<file path="src/hw/rtl/ase_pkg.sv">
// shared constants, codes and control types of the array stack engine
package ase_pkg;

  // default number of stack entries
  localparam int DEPTH_DEF = 16;

  // fixed field widths
  localparam int FUNC_W   = 3;
  localparam int WORD_W   = 32;
  localparam int IDX_W    = 4;
  localparam int STATUS_W = 2;
  localparam int ENTRY_W  = 5;
  localparam int CAP_W    = 5;

  // configuration port
  localparam int ADDR_W = 3;
  localparam int DATA_W = 32;
  localparam logic REG_CAPACITY = 1'b0;
  localparam logic [CAP_W-1:0] CAP_RESET = 5'd10;

  // operation codes
  localparam logic [FUNC_W-1:0] FN_PUSH        = 3'd0;
  localparam logic [FUNC_W-1:0] FN_POP         = 3'd1;
  localparam logic [FUNC_W-1:0] FN_PEEK_INDEX  = 3'd2;
  localparam logic [FUNC_W-1:0] FN_PEEK_TOP    = 3'd3;
  localparam logic [FUNC_W-1:0] FN_PEEK_BOTTOM = 3'd4;

  // status codes
  localparam logic [STATUS_W-1:0] STAT_OK        = 2'd0;
  localparam logic [STATUS_W-1:0] STAT_OVERFLOW  = 2'd1;
  localparam logic [STATUS_W-1:0] STAT_UNDERFLOW = 2'd2;
  localparam logic [STATUS_W-1:0] STAT_RANGE     = 2'd3;

  // controller to datapath commands
  typedef struct packed {
    logic load_item;
    logic execute;
    logic load_out;
  } ase_cmd_t;

  // datapath to controller status
  typedef struct packed {
    logic out_free;
  } ase_stat_t;

endpackage

</file>
<file path="src/hw/rtl/ase_ram.sv">
// generic single write, single read ram with registered read data
module ase_ram #(
  parameter int WIDTH = 32,
  parameter int DEPTH = 16
) (
  input  logic                     clk,
  input  logic                     we,
  input  logic [$clog2(DEPTH)-1:0] waddr,
  input  logic [WIDTH-1:0]         wdata,
  input  logic                     re,
  input  logic [$clog2(DEPTH)-1:0] raddr,
  output logic [WIDTH-1:0]         rdata
);

  logic [WIDTH-1:0] mem [DEPTH];
  logic [WIDTH-1:0] rdata_r;

  // write port
  always_ff @(posedge clk) begin
    if (we) begin
      mem[waddr] <= wdata;
    end
  end

  // registered read port, holds while re is low
  always_ff @(posedge clk) begin
    if (re) begin
      rdata_r <= mem[raddr];
    end
  end

  assign rdata = rdata_r;

endmodule

</file>
<file path="src/hw/rtl/ase_ctrl.sv">
// controller state machine of the array stack engine
module ase_ctrl (
  input  logic              clk,
  input  logic              rst_n,
  input  logic              in_valid,
  output logic              in_stall,
  input  ase_pkg::ase_stat_t stat,
  output ase_pkg::ase_cmd_t  cmd
);
  import ase_pkg::*;

  localparam logic [1:0] S_IDLE   = 2'd0;
  localparam logic [1:0] S_EXEC   = 2'd1;
  localparam logic [1:0] S_FINISH = 2'd2;

  logic [1:0] state_r;
  logic [1:0] state_nxt;

  // next state and commands
  always_comb begin
    state_nxt     = state_r;
    cmd.load_item = 1'b0;
    cmd.execute   = 1'b0;
    cmd.load_out  = 1'b0;
    case (state_r)
      S_IDLE: begin
        if (in_valid) begin
          cmd.load_item = 1'b1;
          state_nxt     = S_EXEC;
        end
      end
      S_EXEC: begin
        cmd.execute = 1'b1;
        state_nxt   = S_FINISH;
      end
      S_FINISH: begin
        if (stat.out_free) begin
          cmd.load_out = 1'b1;
          state_nxt    = S_IDLE;
        end
      end
      default: begin
        state_nxt = S_IDLE;
      end
    endcase
  end

  // state register
  always_ff @(posedge clk) begin
    if (!rst_n) begin
      state_r <= S_IDLE;
    end else begin
      state_r <= state_nxt;
    end
  end

  assign in_stall = (state_r != S_IDLE);

  // an accepted word always goes on to execute
  a_accept_exec: assert property (@(posedge clk) disable iff (!rst_n)
    in_valid && !in_stall |=> state_r == S_EXEC)
    else $error("accepted word did not move to execute");

  // execute always moves on to finish
  a_exec_once: assert property (@(posedge clk) disable iff (!rst_n)
    state_r == S_EXEC |=> state_r == S_FINISH)
    else $error("execute did not move to finish");

  // no result is loaded unless the output side can take it
  a_load_free: assert property (@(posedge clk) disable iff (!rst_n)
    cmd.load_out |-> stat.out_free)
    else $error("result loaded into busy output register");

endmodule

</file>
<file path="src/hw/rtl/ase_datapath.sv">
// datapath of the array stack engine: item registers, stack pointer, ram and result register
module ase_datapath #(
  parameter int DEPTH = ase_pkg::DEPTH_DEF
) (
  input  logic                                clk,
  input  logic                                rst_n,
  input  ase_pkg::ase_cmd_t                   cmd,
  output ase_pkg::ase_stat_t                  stat,
  input  logic [ase_pkg::CAP_W-1:0]           cap_i,
  input  logic [ase_pkg::FUNC_W-1:0]          in_func,
  input  logic signed [ase_pkg::WORD_W-1:0]   in_push_value,
  input  logic [ase_pkg::IDX_W-1:0]           in_peek_index,
  output logic                                out_valid,
  input  logic                                out_stall,
  output logic signed [ase_pkg::WORD_W-1:0]   out_read_value,
  output logic [ase_pkg::STATUS_W-1:0]        out_status_code,
  output logic                                out_is_empty,
  output logic                                out_is_full,
  output logic [ase_pkg::ENTRY_W-1:0]         out_entry_count
);
  import ase_pkg::*;

  localparam int AW    = $clog2(DEPTH);
  localparam int CNT_W = $clog2(DEPTH + 1);
  localparam int LW    = (CNT_W > CAP_W) ? CNT_W : CAP_W;
  localparam int CW    = (CNT_W > IDX_W) ? CNT_W : IDX_W;

  // captured item
  logic [FUNC_W-1:0]        func_r;
  logic signed [WORD_W-1:0] value_r;
  logic [IDX_W-1:0]         index_r;

  // stack state and execute results
  logic [CNT_W-1:0]    count_r;
  logic [CNT_W-1:0]    count_nxt;
  logic [STATUS_W-1:0] status_r;
  logic [STATUS_W-1:0] status_nxt;
  logic                use_rd_r;
  logic                use_rd_nxt;

  // result register
  logic                     out_valid_r;
  logic signed [WORD_W-1:0] read_value_r;
  logic [STATUS_W-1:0]      status_out_r;
  logic                     empty_r;
  logic                     full_r;
  logic [ENTRY_W-1:0]       entry_count_r;

  // ram access
  logic              ram_we;
  logic [AW-1:0]     ram_waddr;
  logic [AW-1:0]     ram_raddr;
  logic [WORD_W-1:0] ram_rdata;

  logic [LW-1:0] lim_eff;
  logic          is_empty;
  logic          is_full;

  // effective limit, clamped to 1..DEPTH
  always_comb begin
    if (cap_i == '0) begin
      lim_eff = LW'(1);
    end else if (LW'(cap_i) > LW'(DEPTH)) begin
      lim_eff = LW'(DEPTH);
    end else begin
      lim_eff = LW'(cap_i);
    end
  end

  assign is_empty = (count_r == '0);
  assign is_full  = (LW'(count_r) >= lim_eff);

  // item capture
  always_ff @(posedge clk) begin
    if (cmd.load_item) begin
      func_r  <= in_func;
      value_r <= in_push_value;
      index_r <= in_peek_index;
    end
  end

  // operation decode
  always_comb begin
    count_nxt  = count_r;
    status_nxt = STAT_OK;
    use_rd_nxt = 1'b0;
    ram_we     = 1'b0;
    ram_waddr  = AW'(count_r);
    ram_raddr  = AW'(count_r - 1'b1);
    case (func_r)
      FN_PUSH: begin
        if (is_full) begin
          status_nxt = STAT_OVERFLOW;
        end else begin
          ram_we    = cmd.execute;
          count_nxt = count_r + 1'b1;
        end
      end
      FN_POP: begin
        if (is_empty) begin
          status_nxt = STAT_UNDERFLOW;
        end else begin
          use_rd_nxt = 1'b1;
          count_nxt  = count_r - 1'b1;
        end
      end
      FN_PEEK_INDEX: begin
        ram_raddr = AW'(index_r);
        if (CW'(index_r) >= CW'(count_r)) begin
          status_nxt = STAT_RANGE;
        end else begin
          use_rd_nxt = 1'b1;
        end
      end
      FN_PEEK_TOP: begin
        if (is_empty) begin
          status_nxt = STAT_UNDERFLOW;
        end else begin
          use_rd_nxt = 1'b1;
        end
      end
      FN_PEEK_BOTTOM: begin
        ram_raddr = '0;
        if (is_empty) begin
          status_nxt = STAT_UNDERFLOW;
        end else begin
          use_rd_nxt = 1'b1;
        end
      end
      default: begin
        status_nxt = STAT_OK;
      end
    endcase
  end

  // entry store
  ase_ram #(
    .WIDTH (WORD_W),
    .DEPTH (DEPTH)
  ) u_store (
    .clk   (clk),
    .we    (ram_we),
    .waddr (ram_waddr),
    .wdata (value_r),
    .re    (cmd.execute),
    .raddr (ram_raddr),
    .rdata (ram_rdata)
  );

  // stack pointer
  always_ff @(posedge clk) begin
    if (!rst_n) begin
      count_r <= '0;
    end else if (cmd.execute) begin
      count_r <= count_nxt;
    end
  end

  // execute outcome
  always_ff @(posedge clk) begin
    if (cmd.execute) begin
      status_r <= status_nxt;
      use_rd_r <= use_rd_nxt;
    end
  end

  // result payload
  always_ff @(posedge clk) begin
    if (cmd.load_out) begin
      read_value_r  <= use_rd_r ? ram_rdata : '0;
      status_out_r  <= status_r;
      empty_r       <= is_empty;
      full_r        <= is_full;
      entry_count_r <= ENTRY_W'(count_r);
    end
  end

  // result valid
  always_ff @(posedge clk) begin
    if (!rst_n) begin
      out_valid_r <= 1'b0;
    end else if (cmd.load_out) begin
      out_valid_r <= 1'b1;
    end else if (!out_stall) begin
      out_valid_r <= 1'b0;
    end
  end

  assign stat.out_free   = !out_valid_r || !out_stall;
  assign out_valid       = out_valid_r;
  assign out_read_value  = read_value_r;
  assign out_status_code = status_out_r;
  assign out_is_empty    = empty_r;
  assign out_is_full     = full_r;
  assign out_entry_count = entry_count_r;

  // the pointer never passes the store depth
  a_count_depth: assert property (@(posedge clk) disable iff (!rst_n)
    CW'(count_r) <= CW'(DEPTH))
    else $error("stack pointer beyond depth");

  // a successful push raises the pointer by one
  a_push_count: assert property (@(posedge clk) disable iff (!rst_n)
    cmd.execute && func_r == FN_PUSH && status_nxt == STAT_OK
    |=> count_r == $past(count_r) + 1'b1)
    else $error("push did not advance pointer");

  // a failed operation leaves the pointer alone
  a_fail_hold: assert property (@(posedge clk) disable iff (!rst_n)
    cmd.execute && status_nxt != STAT_OK |=> $stable(count_r))
    else $error("failed operation moved pointer");

endmodule

</file>
<file path="src/hw/rtl/array_stack_engine.sv">
// top level of the array stack engine: configuration register and unit wiring
// A LIFO stack of signed 32-bit words in a DEPTH-entry ram. Each accepted word
// carries one operation (push, pop, peek at index from the bottom, peek top,
// peek bottom) and yields exactly one result word with the data read, a status
// code, empty and full flags and the entry count after the operation. An
// operation goes through capture of the word at the accepting edge, then the
// single ram access and pointer update, then the load of the result register
// once the output can take it; the registered ram read gives the access a
// step of its own. The input stalls until the result is loaded, so a new word
// is taken only after the previous result has been loaded. capacity_limit
// sits at byte address 0 of the configuration port; zero acts as one and
// values above DEPTH act as DEPTH.
module array_stack_engine #(
  parameter int DEPTH = ase_pkg::DEPTH_DEF
) (
  input  logic                                clk,
  input  logic                                rst_n,
  // configuration port
  input  logic                                psel,
  input  logic                                penable,
  input  logic                                pwrite,
  input  logic [ase_pkg::ADDR_W-1:0]          paddr,
  input  logic [ase_pkg::DATA_W-1:0]          pwdata,
  output logic [ase_pkg::DATA_W-1:0]          prdata,
  output logic                                pready,
  // input channel
  input  logic                                in_valid,
  output logic                                in_stall,
  input  logic [ase_pkg::FUNC_W-1:0]          in_func,
  input  logic signed [ase_pkg::WORD_W-1:0]   in_push_value,
  input  logic [ase_pkg::IDX_W-1:0]           in_peek_index,
  // result channel
  output logic                                out_valid,
  input  logic                                out_stall,
  output logic signed [ase_pkg::WORD_W-1:0]   out_read_value,
  output logic [ase_pkg::STATUS_W-1:0]        out_status_code,
  output logic                                out_is_empty,
  output logic                                out_is_full,
  output logic [ase_pkg::ENTRY_W-1:0]         out_entry_count
);
  import ase_pkg::*;

  logic [CAP_W-1:0] cap_r;
  logic             reg_sel;
  ase_cmd_t         cmd;
  ase_stat_t        stat;

  // register decode on the word index of the address
  assign reg_sel = (paddr[ADDR_W-1] == REG_CAPACITY);
  assign pready  = 1'b1;

  // capacity register
  always_ff @(posedge clk) begin
    if (!rst_n) begin
      cap_r <= CAP_RESET;
    end else if (psel && penable && pwrite && pready && reg_sel) begin
      cap_r <= pwdata[CAP_W-1:0];
    end
  end

  // read back
  assign prdata = reg_sel ? DATA_W'(cap_r) : '0;

  // controller
  ase_ctrl u_ctrl (
    .clk      (clk),
    .rst_n    (rst_n),
    .in_valid (in_valid),
    .in_stall (in_stall),
    .stat     (stat),
    .cmd      (cmd)
  );

  // datapath
  ase_datapath #(
    .DEPTH (DEPTH)
  ) u_datapath (
    .clk             (clk),
    .rst_n           (rst_n),
    .cmd             (cmd),
    .stat            (stat),
    .cap_i           (cap_r),
    .in_func         (in_func),
    .in_push_value   (in_push_value),
    .in_peek_index   (in_peek_index),
    .out_valid       (out_valid),
    .out_stall       (out_stall),
    .out_read_value  (out_read_value),
    .out_status_code (out_status_code),
    .out_is_empty    (out_is_empty),
    .out_is_full     (out_is_full),
    .out_entry_count (out_entry_count)
  );

endmodule

</file>
<file path="config.mk">
export PLATFORM = sky130hd
export DESIGN_NAME = array_stack_engine
export DESIGN_NICKNAME = d
export VERILOG_FILES = /design/src/hw/rtl/ase_pkg.sv /design/src/hw/rtl/ase_ram.sv /design/src/hw/rtl/ase_ctrl.sv /design/src/hw/rtl/ase_datapath.sv /design/src/hw/rtl/array_stack_engine.sv
export SDC_FILE = /design/constraint.sdc
export NUM_CORES = 1
export LEC_CHECK = 0
export BUFFER_PORTS_ARGS = -buffer_cell sky130_fd_sc_hd__buf_4
export CAP_MARGIN = 0
export CORE_ASPECT_RATIO = 0.75
export CORE_MARGIN = 1
export CORE_UTILIZATION = 65
export CTS_BUF_LIST = sky130_fd_sc_hd__clkbuf_16
export DETAILED_ROUTE_END_ITERATION = 12
export PLACE_DENSITY_LB_ADDON = 0.25
export SYNTH_ARGS = -nofsm -noshare
export SYNTH_HDL_FRONTEND = slang
export SYNTH_SLANG_ARGS = --single-unit
</file>
<file path="constraint.sdc">
create_clock -name clk -period 12.1 [get_ports clk]
set_input_delay 2.42 -clock clk [delete_from_list [all_inputs] [get_ports clk]]
set_output_delay 2.42 -clock clk [all_outputs]
set_load 0.01 [all_outputs]
</file>
==> run summary, run 1 <==
Data on the critical path arrives at its endpoint at 2.79 ns. The critical path is of the input port to primary output type. Highest clock rate: 191.9 MHz. After synthesis, the largest family of logic cells by area is simple AND/OR/NAND/NOR gates. The number of global-route vias before repair was 14080.

The clock tree root buffer cell was clkbuf_16. The full die area was 0.03957 mm^2. Counting flops with a built-in enable in the synthesized netlist gives 627. The Yosys step of the flow raised 0 warnings.

The worst endpoint required time was 9.68 ns. The tools report the global-route track usage on met2 as 43.18%. The flow ran to the end, and the final reports show no timing, DRC or antenna violations. For the post-synthesis cell area, the log shows 0.02520 mm^2. Per report_power, the combinational group accounts for 7.2% of the total.

The number of H-tree levels is 2. Setup repair after global routing left no endpoint under its margin. Cell-internal power: 3.532 mW. Worst min-delay path class: register to register.

Counting the buffers created by CTS gives 57. Number of nets with antenna violations after routing: 0. Dividing total power by cell area gives a power density of 161.1 mW/mm^2. Summing the sequential cell areas from Yosys gives 75.74% of the chip area. Summed over all cells, the static leakage comes to 9.919 nW. At the end of the flow the core is filled with cells to 73.50%. The global route total overflow was 0; the total of hold buffers inserted after clock tree synthesis was 0. The proportion of netlist area held by the largest area contributor was 74.71%; the delay of the slowest critical-path stage was 0.13 ns. The mux share of post-synthesis cell area came out at 4.011%. Buffers placed on the I/O ports in this run total 99. The wire length per cell is 22.55 um. The layout-stage area growth over the synthesis result is 11.53%, and the via total after detailed routing is 14339. The first detailed-routing pass ran for 5 iterations. The initial antenna violation count was 0. Net switching is 22.01% of the power. Synthesis inferred 640 register bits. The critical path contains buffers and inverters numbering 2 combined. For the number of nets in the final layout, the log shows 1870. Kind of capture point of the worst setup path: a primary output.

Once the clock tree was built, the resizer swapped 0 gates to a different size. Flip-flop cell with the highest count after synthesis: edfxtp_1. Routability-driven placement finished with a final weighted congestion of 0.7804.

The detail-routed via count per cell works out to 6.144. By area the synthesized netlist is led by edfxtp_1 75%, nand2_1 5.9%, a32oi_1 4.4%. The clock drives 640 sinks. Global routing used 26.82% of the available tracks across all layers. For this block, the initial DRC count from the detailed router was 1629.

The maximum fanout count along the critical path is 6, and the clock group share of total power is 37.5%. The number of antenna diodes in the final layout is 0. The completed layout was analyzed and its total power is 4.529 mW. Summing the areas of all xor and xnor instances in the mapped netlist gives 0.2085% of the synthesized area. The half-perimeter wire length after detailed placement is 25.50 mm, and the top-level I/O count is 157. After detailed routing, the total wire length is 52.63 mm.

The busiest layer in global routing was met2. The clock input transition at the sequential cells of the worst setup and hold paths works out to 0.06 ns. The fraction of synthesis flops using an asynchronous set or reset pin was 0%. Among all cell types in the netlist, the one instantiated most often is edfxtp_1. By count the netlist is led by 627 x edfxtp_1, 399 x nand2_1, 136 x a21oi_1. The final-report max-slew violation count is 0. After technology mapping, the gate count stands at 1698. The cell type with the highest aggregate area in the netlist was edfxtp_1. The number of max-cap violations came out at 0.

The floorplan has 62 rows. TritonCTS built the clock tree. The overall die height is 172.5 um, and the post-route fraction of the period consumed by the critical path is 43.08%.

In this run the power spent charging and discharging nets is 996.9 uW. The insertion delay of the later-clocked pin in the worst-skew pair was 0.59 ns. The placeable core region is 0.03824 mm^2. The worst setup path is launched from an input port. After Yosys synthesis, and, or, nand and nor cells account for 8.321% of the synthesized area. The mean area per synthesized cell came out at 14.84 um^2. Counting tap cells, the placed design contains a total of 2228 instances.

In the global route stage, met3 resource usage came out at 4.024%. The worst-case vdd ir drop is 113.9 uV, and the ratio of cells with drive above 1 in the final layout is 12.79%. In this design, the critical path's most frequently occurring cell is buf_4. The die width is 229.4 um, and the maximum number of pins on one net before global-route repair is 257. The share of power burned in registers came out at 55.3%.

On the critical path, the stage with the largest delay is an instance of buf_4. The adder-cell share of the synthesized area was 0.6950%; the count of placed standard cells in the final layout, fillers left out was 2334. The synthesized netlist devotes 8.018% of its cell area to compound gates. For met1 alone, demand over resource in global routing was 39.19%. In the final timing run, aggregate negative setup slack is 0 ns. On the critical path the largest part of the delay comes from buffers and inverters. In this run the deepest clock path goes through 3 buffers. For the final database, setup skew stands at 0.02150 ns. The relative slew slack was 17.65%; the final routed DRC violation total was 0.

Post-CTS timing repair inserted 0 buffers for setup. At the pin with the least slew margin, the transition time is 1.235 ns. The smallest clock period supported by the final layout is computed as 5.212 ns. The critical path goes through buf_4, nor2b_1, buf_4. The number of different library cells used by synthesis comes to 52. The first global-routing pass estimated 80.38 mm of wire. The run gives 0 as the number of hold violations in the final report. Setup violations remaining at the end of the flow were counted as 0.

For this configuration, the core starts out at a cell density of 65.90%.
placed cells by master, fill, tap and decap left out, types with 2 or more instances in the layout:
master / instances
or3_2: 2
nor2b_1: 8
a21oi_1: 135
nor3_2: 4
nand3_1: 5
inv_1: 25
clkinv_1: 16
buf_4: 126
or3_1: 2
o21ai_0: 4
a21o_1: 3
nand2_1: 399
ha_1: 14
a32oi_1: 128
clkbuf_16: 59
xnor2_1: 4
a22oi_1: 2
clkinv_2: 9
inv_6: 2
xor2_1: 2
edfxtp_1: 627
and2_1: 36
nor3_1: 2
nand4bb_1: 2
nand2b_1: 5
nor2_4: 13
dfxtp_1: 13
nand3b_1: 2
mux2i_1: 101
a31oi_1: 2
bufinv_16: 3
conb_1: 28
nor3b_1: 2
o211a_1: 2
nor2_1: 11
o21a_1: 2
metrics by stage:
stage	hold WS (ns)	setup WS, ns	instance area [um^2]
after floorplan	0.4003	7.082	25300
after global placement	0.4104	6.900	26350
after detailed placement	0.4090	6.887	26350
after CTS	0.4241	6.888	28110
after global routing	0.4306	6.852	28110
final	0.4254	6.888	28110
routing by layer:
metal  wire (um)  vias to the layer above
li1            -                     6490
met1       21820                     7062
met2       25460                      692
met3        4329                       95
met4        1021                        0
met5           0                        -
power by group through the flow:
| stage | Sequential, mW | Combinational [mW] | Clock, mW |
|---|---|---|---|
| after floorplan | 2.54 | 0.242 | 0 |
| after global placement | 2.55 | 0.308 | 0 |
| after detailed placement | 2.55 | 0.320 | 0 |
| after CTS | 2.51 | 0.324 | 1.72 |
| after global routing | 2.51 | 0.356 | 1.80 |
| final | 2.51 | 0.324 | 1.70 |
area by class of cell:
| class | count | area [um^2] |
|---|---|---|
| fill | 2309 | 10140 |
| timing repair buffer | 127 | 965.9 |
| clock buffer | 59 | 1476 |
| sequential | 640 | 19090 |
| clock inverter | 47 | 280.3 |
| multi-input combinational | 940 | 5623 |
| tap | 512 | 640.6 |
| inverter | 9 | 33.78 |
flip-flops by register name, indices dropped and copies added, names as in the netlist, 2 cells and up:
signal and cells:
cap_r 5, u_ctrl.state_r 2, u_datapath.count_r 5, u_datapath.func_r 3, u_datapath.index_r 4, u_datapath.out_entry_count 5
u_datapath.out_read_value 32, u_datapath.out_status_code 2, u_datapath.status_r 2, u_datapath.u_store.mem 512, u_datapath.u_store.rdata 32, u_datapath.value_r 32
path summary, 6_finish.rpt:
check,slack (ns),from,end,cells after the start
worst max-delay path,6.89,paddr[2],prdata[1],3
worst min-delay path,0.43,u_datapath.status_r[1],u_datapath.out_status_code[1],0
worst max register to register,8.06,u_datapath.count_r[0],u_datapath.u_store.rdata[3],9
worst min register to register,0.43,u_datapath.status_r[1],u_datapath.out_status_code[1],0
kinds of logic after synthesis:
group           Yosys count
buf+inv                 144
fa+ha+maj                14
other cells               2
simple gates            501
xor+xnor                  6
compound gates          290
mux                     101
flops                   640
(Power assumes the default switching activity.)
==> run 2: changes to the inputs <==
CORE_UTILIZATION = 60   (was 65)
clock period = 5 ns   (was 12.1 ns; I/O delays follow)
==> run 2 against run 1 <==
  * Clock power rose by 140%
  * Sequential share of layout area down 0.40 points
  * Total power grew 140%
  * Die area grew 8.2%
  * First-iteration DRC count down 14%
  * Count of clock-buffer cells in the layout shrank 2
  * Worst setup slack got worse by 5.6 ns
  * Global-route usage is 2.3 points lower
  * Core utilization down 4.7 points
  * Non-clock buffer count rose by 10
  * Clock skew shrank 0.0084 ns
  * Cell count grew 2.3%
  * Largest power group unchanged
==> run summary, run 2 (synthesized netlist as in run 1, its figures left out) <==
Buffers placed on the I/O ports in this run total 99. The number of antenna diodes in the final layout is 0. The placed instances occupy a cell area of 0.02654 mm^2. The initial core utilization came out at 61.35%. Data arrives at the worst endpoint at 4.02 ns. The tools report the number of instances resized during post-cts repair as 0. The number of buffers added by the clock tree synthesis step was 57. The highest metal layer carrying signal wires in the routed design is met4. Setup repair after global routing left no endpoint under its margin. The clock arrives with 0.01313 ns of skew.

Counting flops per register, the top entry is u_datapath.u_store.mem. The tools report the kind of capture point of the worst setup path as a register. Counting every sink on the clock net gives 640.

After detailed routing, the number of remaining DRC violations is 0. Number of hold violations in the final report: 0. Once detailed placement completed, the half-perimeter wirelength came to 26.87 mm. For this block, the routed nets add up to 52.54 mm of wire. Summing all multi-input logic gate instances after layout gives 0.005623 mm^2.

The met3 wirelength from detailed routing is 3.734 mm, and the insertion delay of the later-clocked pin in the worst-skew pair is 0.59 ns. The final-report max-slew violation count was 0; the post-route fraction of the period consumed by the critical path was 73.66%. The worst setup path is of the register to register kind. The signal on the critical path passes through inv_1, ha_1, or3_2, o211a_4, buf_12, a32oi_1, mux2i_1, mux2i_1. The die is 238.7 um wide. For this run, the detailed router's first-pass iteration total came to 6. The wire length on met2 was 24.82 mm. The actual transition at the worst max-transition pin was 1.138 ns; the row count was 64. The detail route stage leaves a number of antenna-violating nets equal to 0. 157 I/O pins were placed.

The via total after detailed routing was 14277; the detailed router's first-iteration violation count was 1407. For the storage element area, the log shows 0.01909 mm^2. The critical path contains buffers and inverters numbering 2 combined. The die is 179.5 um tall. In this run the worst path has a maximum fanout of 104. The tools report the post-CTS repair timing setup buffer count as 0.

Number of flip-flops under the largest register name: 512. The clock tree root buffer cell was clkbuf_16. The design draws 10.96 mW. Using the TritonRoute via totals, the vias-per-cell ratio works out to 5.979.

The clock input transition at the sequential cells of the worst setup and hold paths was 0.07 ns. The tools report the worst slack on hold paths as 0.4325 ns. The number of nets in the final layout is 1880, and the maximum number of pins on one net before global-route repair is 129.

The number of H-tree levels was 2; the power density over the cells was 387.6 mW/mm^2. The core region is 0.04108 mm^2. The tools report the sort of element at the start of the critical path as a register.

In this run the deepest clock path goes through 3 buffers. Grouping stages by cell kind, the critical path spends the most delay in compound AO/OA/AOI/OAI gates. The library cell used most frequently in the layout, excluding fill and tap cells, is edfxtp_1. In this design, the stage delay of the slowest critical-path cell is 0.85 ns. The wire length of the first global-routing pass was 79.56 mm. Final weighted congestion in routability-driven placement: 0.7777. Setup violations remaining at the end of the flow were counted as 0.

Max-cap violations in this run came to 0. Global routing used 24.54% of the available tracks across all layers. In the layout the commonest cells are 627 x edfxtp_1, 399 x nand2_1, 135 x a21oi_1. The ratio of cells with drive above 1 in the final layout works out to 13.14%. The worst hold path belongs to the class register to register.

After clock tree synthesis, the flow added hold-fix buffers numbering 0. The layout has 2717 filler cells. The total negative setup slack was 0 ns; the relative slew slack was 24.16%.

The most frequent cell on the critical path is mux2i_1. The utilization of the core after routing was 68.83%; the wire length per cell was 22.00 um. The tools report the worst endpoint required time as 5.34 ns.

The flow ran to the end, and the final reports show no timing, DRC or antenna violations. The initial antenna violation count was 0; the post-route met1 wirelength was 22.60 mm. VDD sags by at most 321.4 uV.

Full die area: 0.04284 mm^2. Derived from the worst setup path, the maximum achievable clock frequency is 271.5 MHz. The number of global-route vias before repair is 13855. The global route total overflow came out at 0. The layout-stage area growth over the synthesis result is 12.19%.

Counting I/O delays and the setup requirement, the final critical path takes 3.683 ns. For the cell leakage power, the log shows 9.955 nW. Cell with the biggest individual delay on the critical path: o211a_4. For the design area, the log shows 0.02828 mm^2. TritonCTS built the clock tree.
-- run 2: cell types whose count changed in the layout (fill, tap and decap cells not counted), sizes merged --
cell,before,now
inv,27,21
bufinv,3,4
buf,127,137
clkinv,25,27
clkbuf,59,57
-- run 2: worst register-to-register path: stages (launching register included) --
cell,delay [ns]
dfxtp_1,0.62
inv_1,0.20
ha_1,0.43
or3_2,0.15
o211a_4,0.85
buf_12,0.54
a32oi_1,0.25
mux2i_1,0.27
mux2i_1,0.12
-- run 2: metrics by stage --
step | setup slack (ns) | instances
2_1_floorplan | 0.6727 | 1724
4_1_cts | 1.344 | 2388
6_report | 1.317 | 2388
3_3_place_gp | 1.405 | 2287
5_1_grt | 1.051 | 2388
3_5_place_dp | 1.385 | 2287
-- run 2: layout make-up --
cell class	count	area share (%)
timing repair buffer	137	3.859
multi-input combinational	940	19.89
inverter	9	0.1195
sequential	640	67.51
clock inverter	44	1.102
tap	561	2.482
clock buffer	57	5.044
-- run 2: routing by layer --
metal,up-vias,track usage (%)
met5,-,0
met2,554,38.37
met1,7101,35.82
li1,6523,-
met3,99,4.008
met4,0,7.513
-- run 2: worst paths after layout --
kind / from / endpoint / slack (ns) / depth (start not counted)
setup / recovery: u_datapath.count_r[0] / u_datapath.u_store.rdata[12] / 1.32 / 8
hold / removal: u_datapath.status_r[0] / u_datapath.out_status_code[0] / 0.43 / 0
setup reg to reg: u_datapath.count_r[0] / u_datapath.u_store.rdata[12] / 1.32 / 8
hold reg to reg: u_datapath.status_r[0] / u_datapath.out_status_code[0] / 0.43 / 0
-- run 2: power breakdown --
group	switching, mW	internal [mW]	total (mW)
logic	0.499	0.298	0.798
clock network	1.83	2.26	4.10
registers	0.0827	5.98	6.06
total	2.42	8.54	11.0
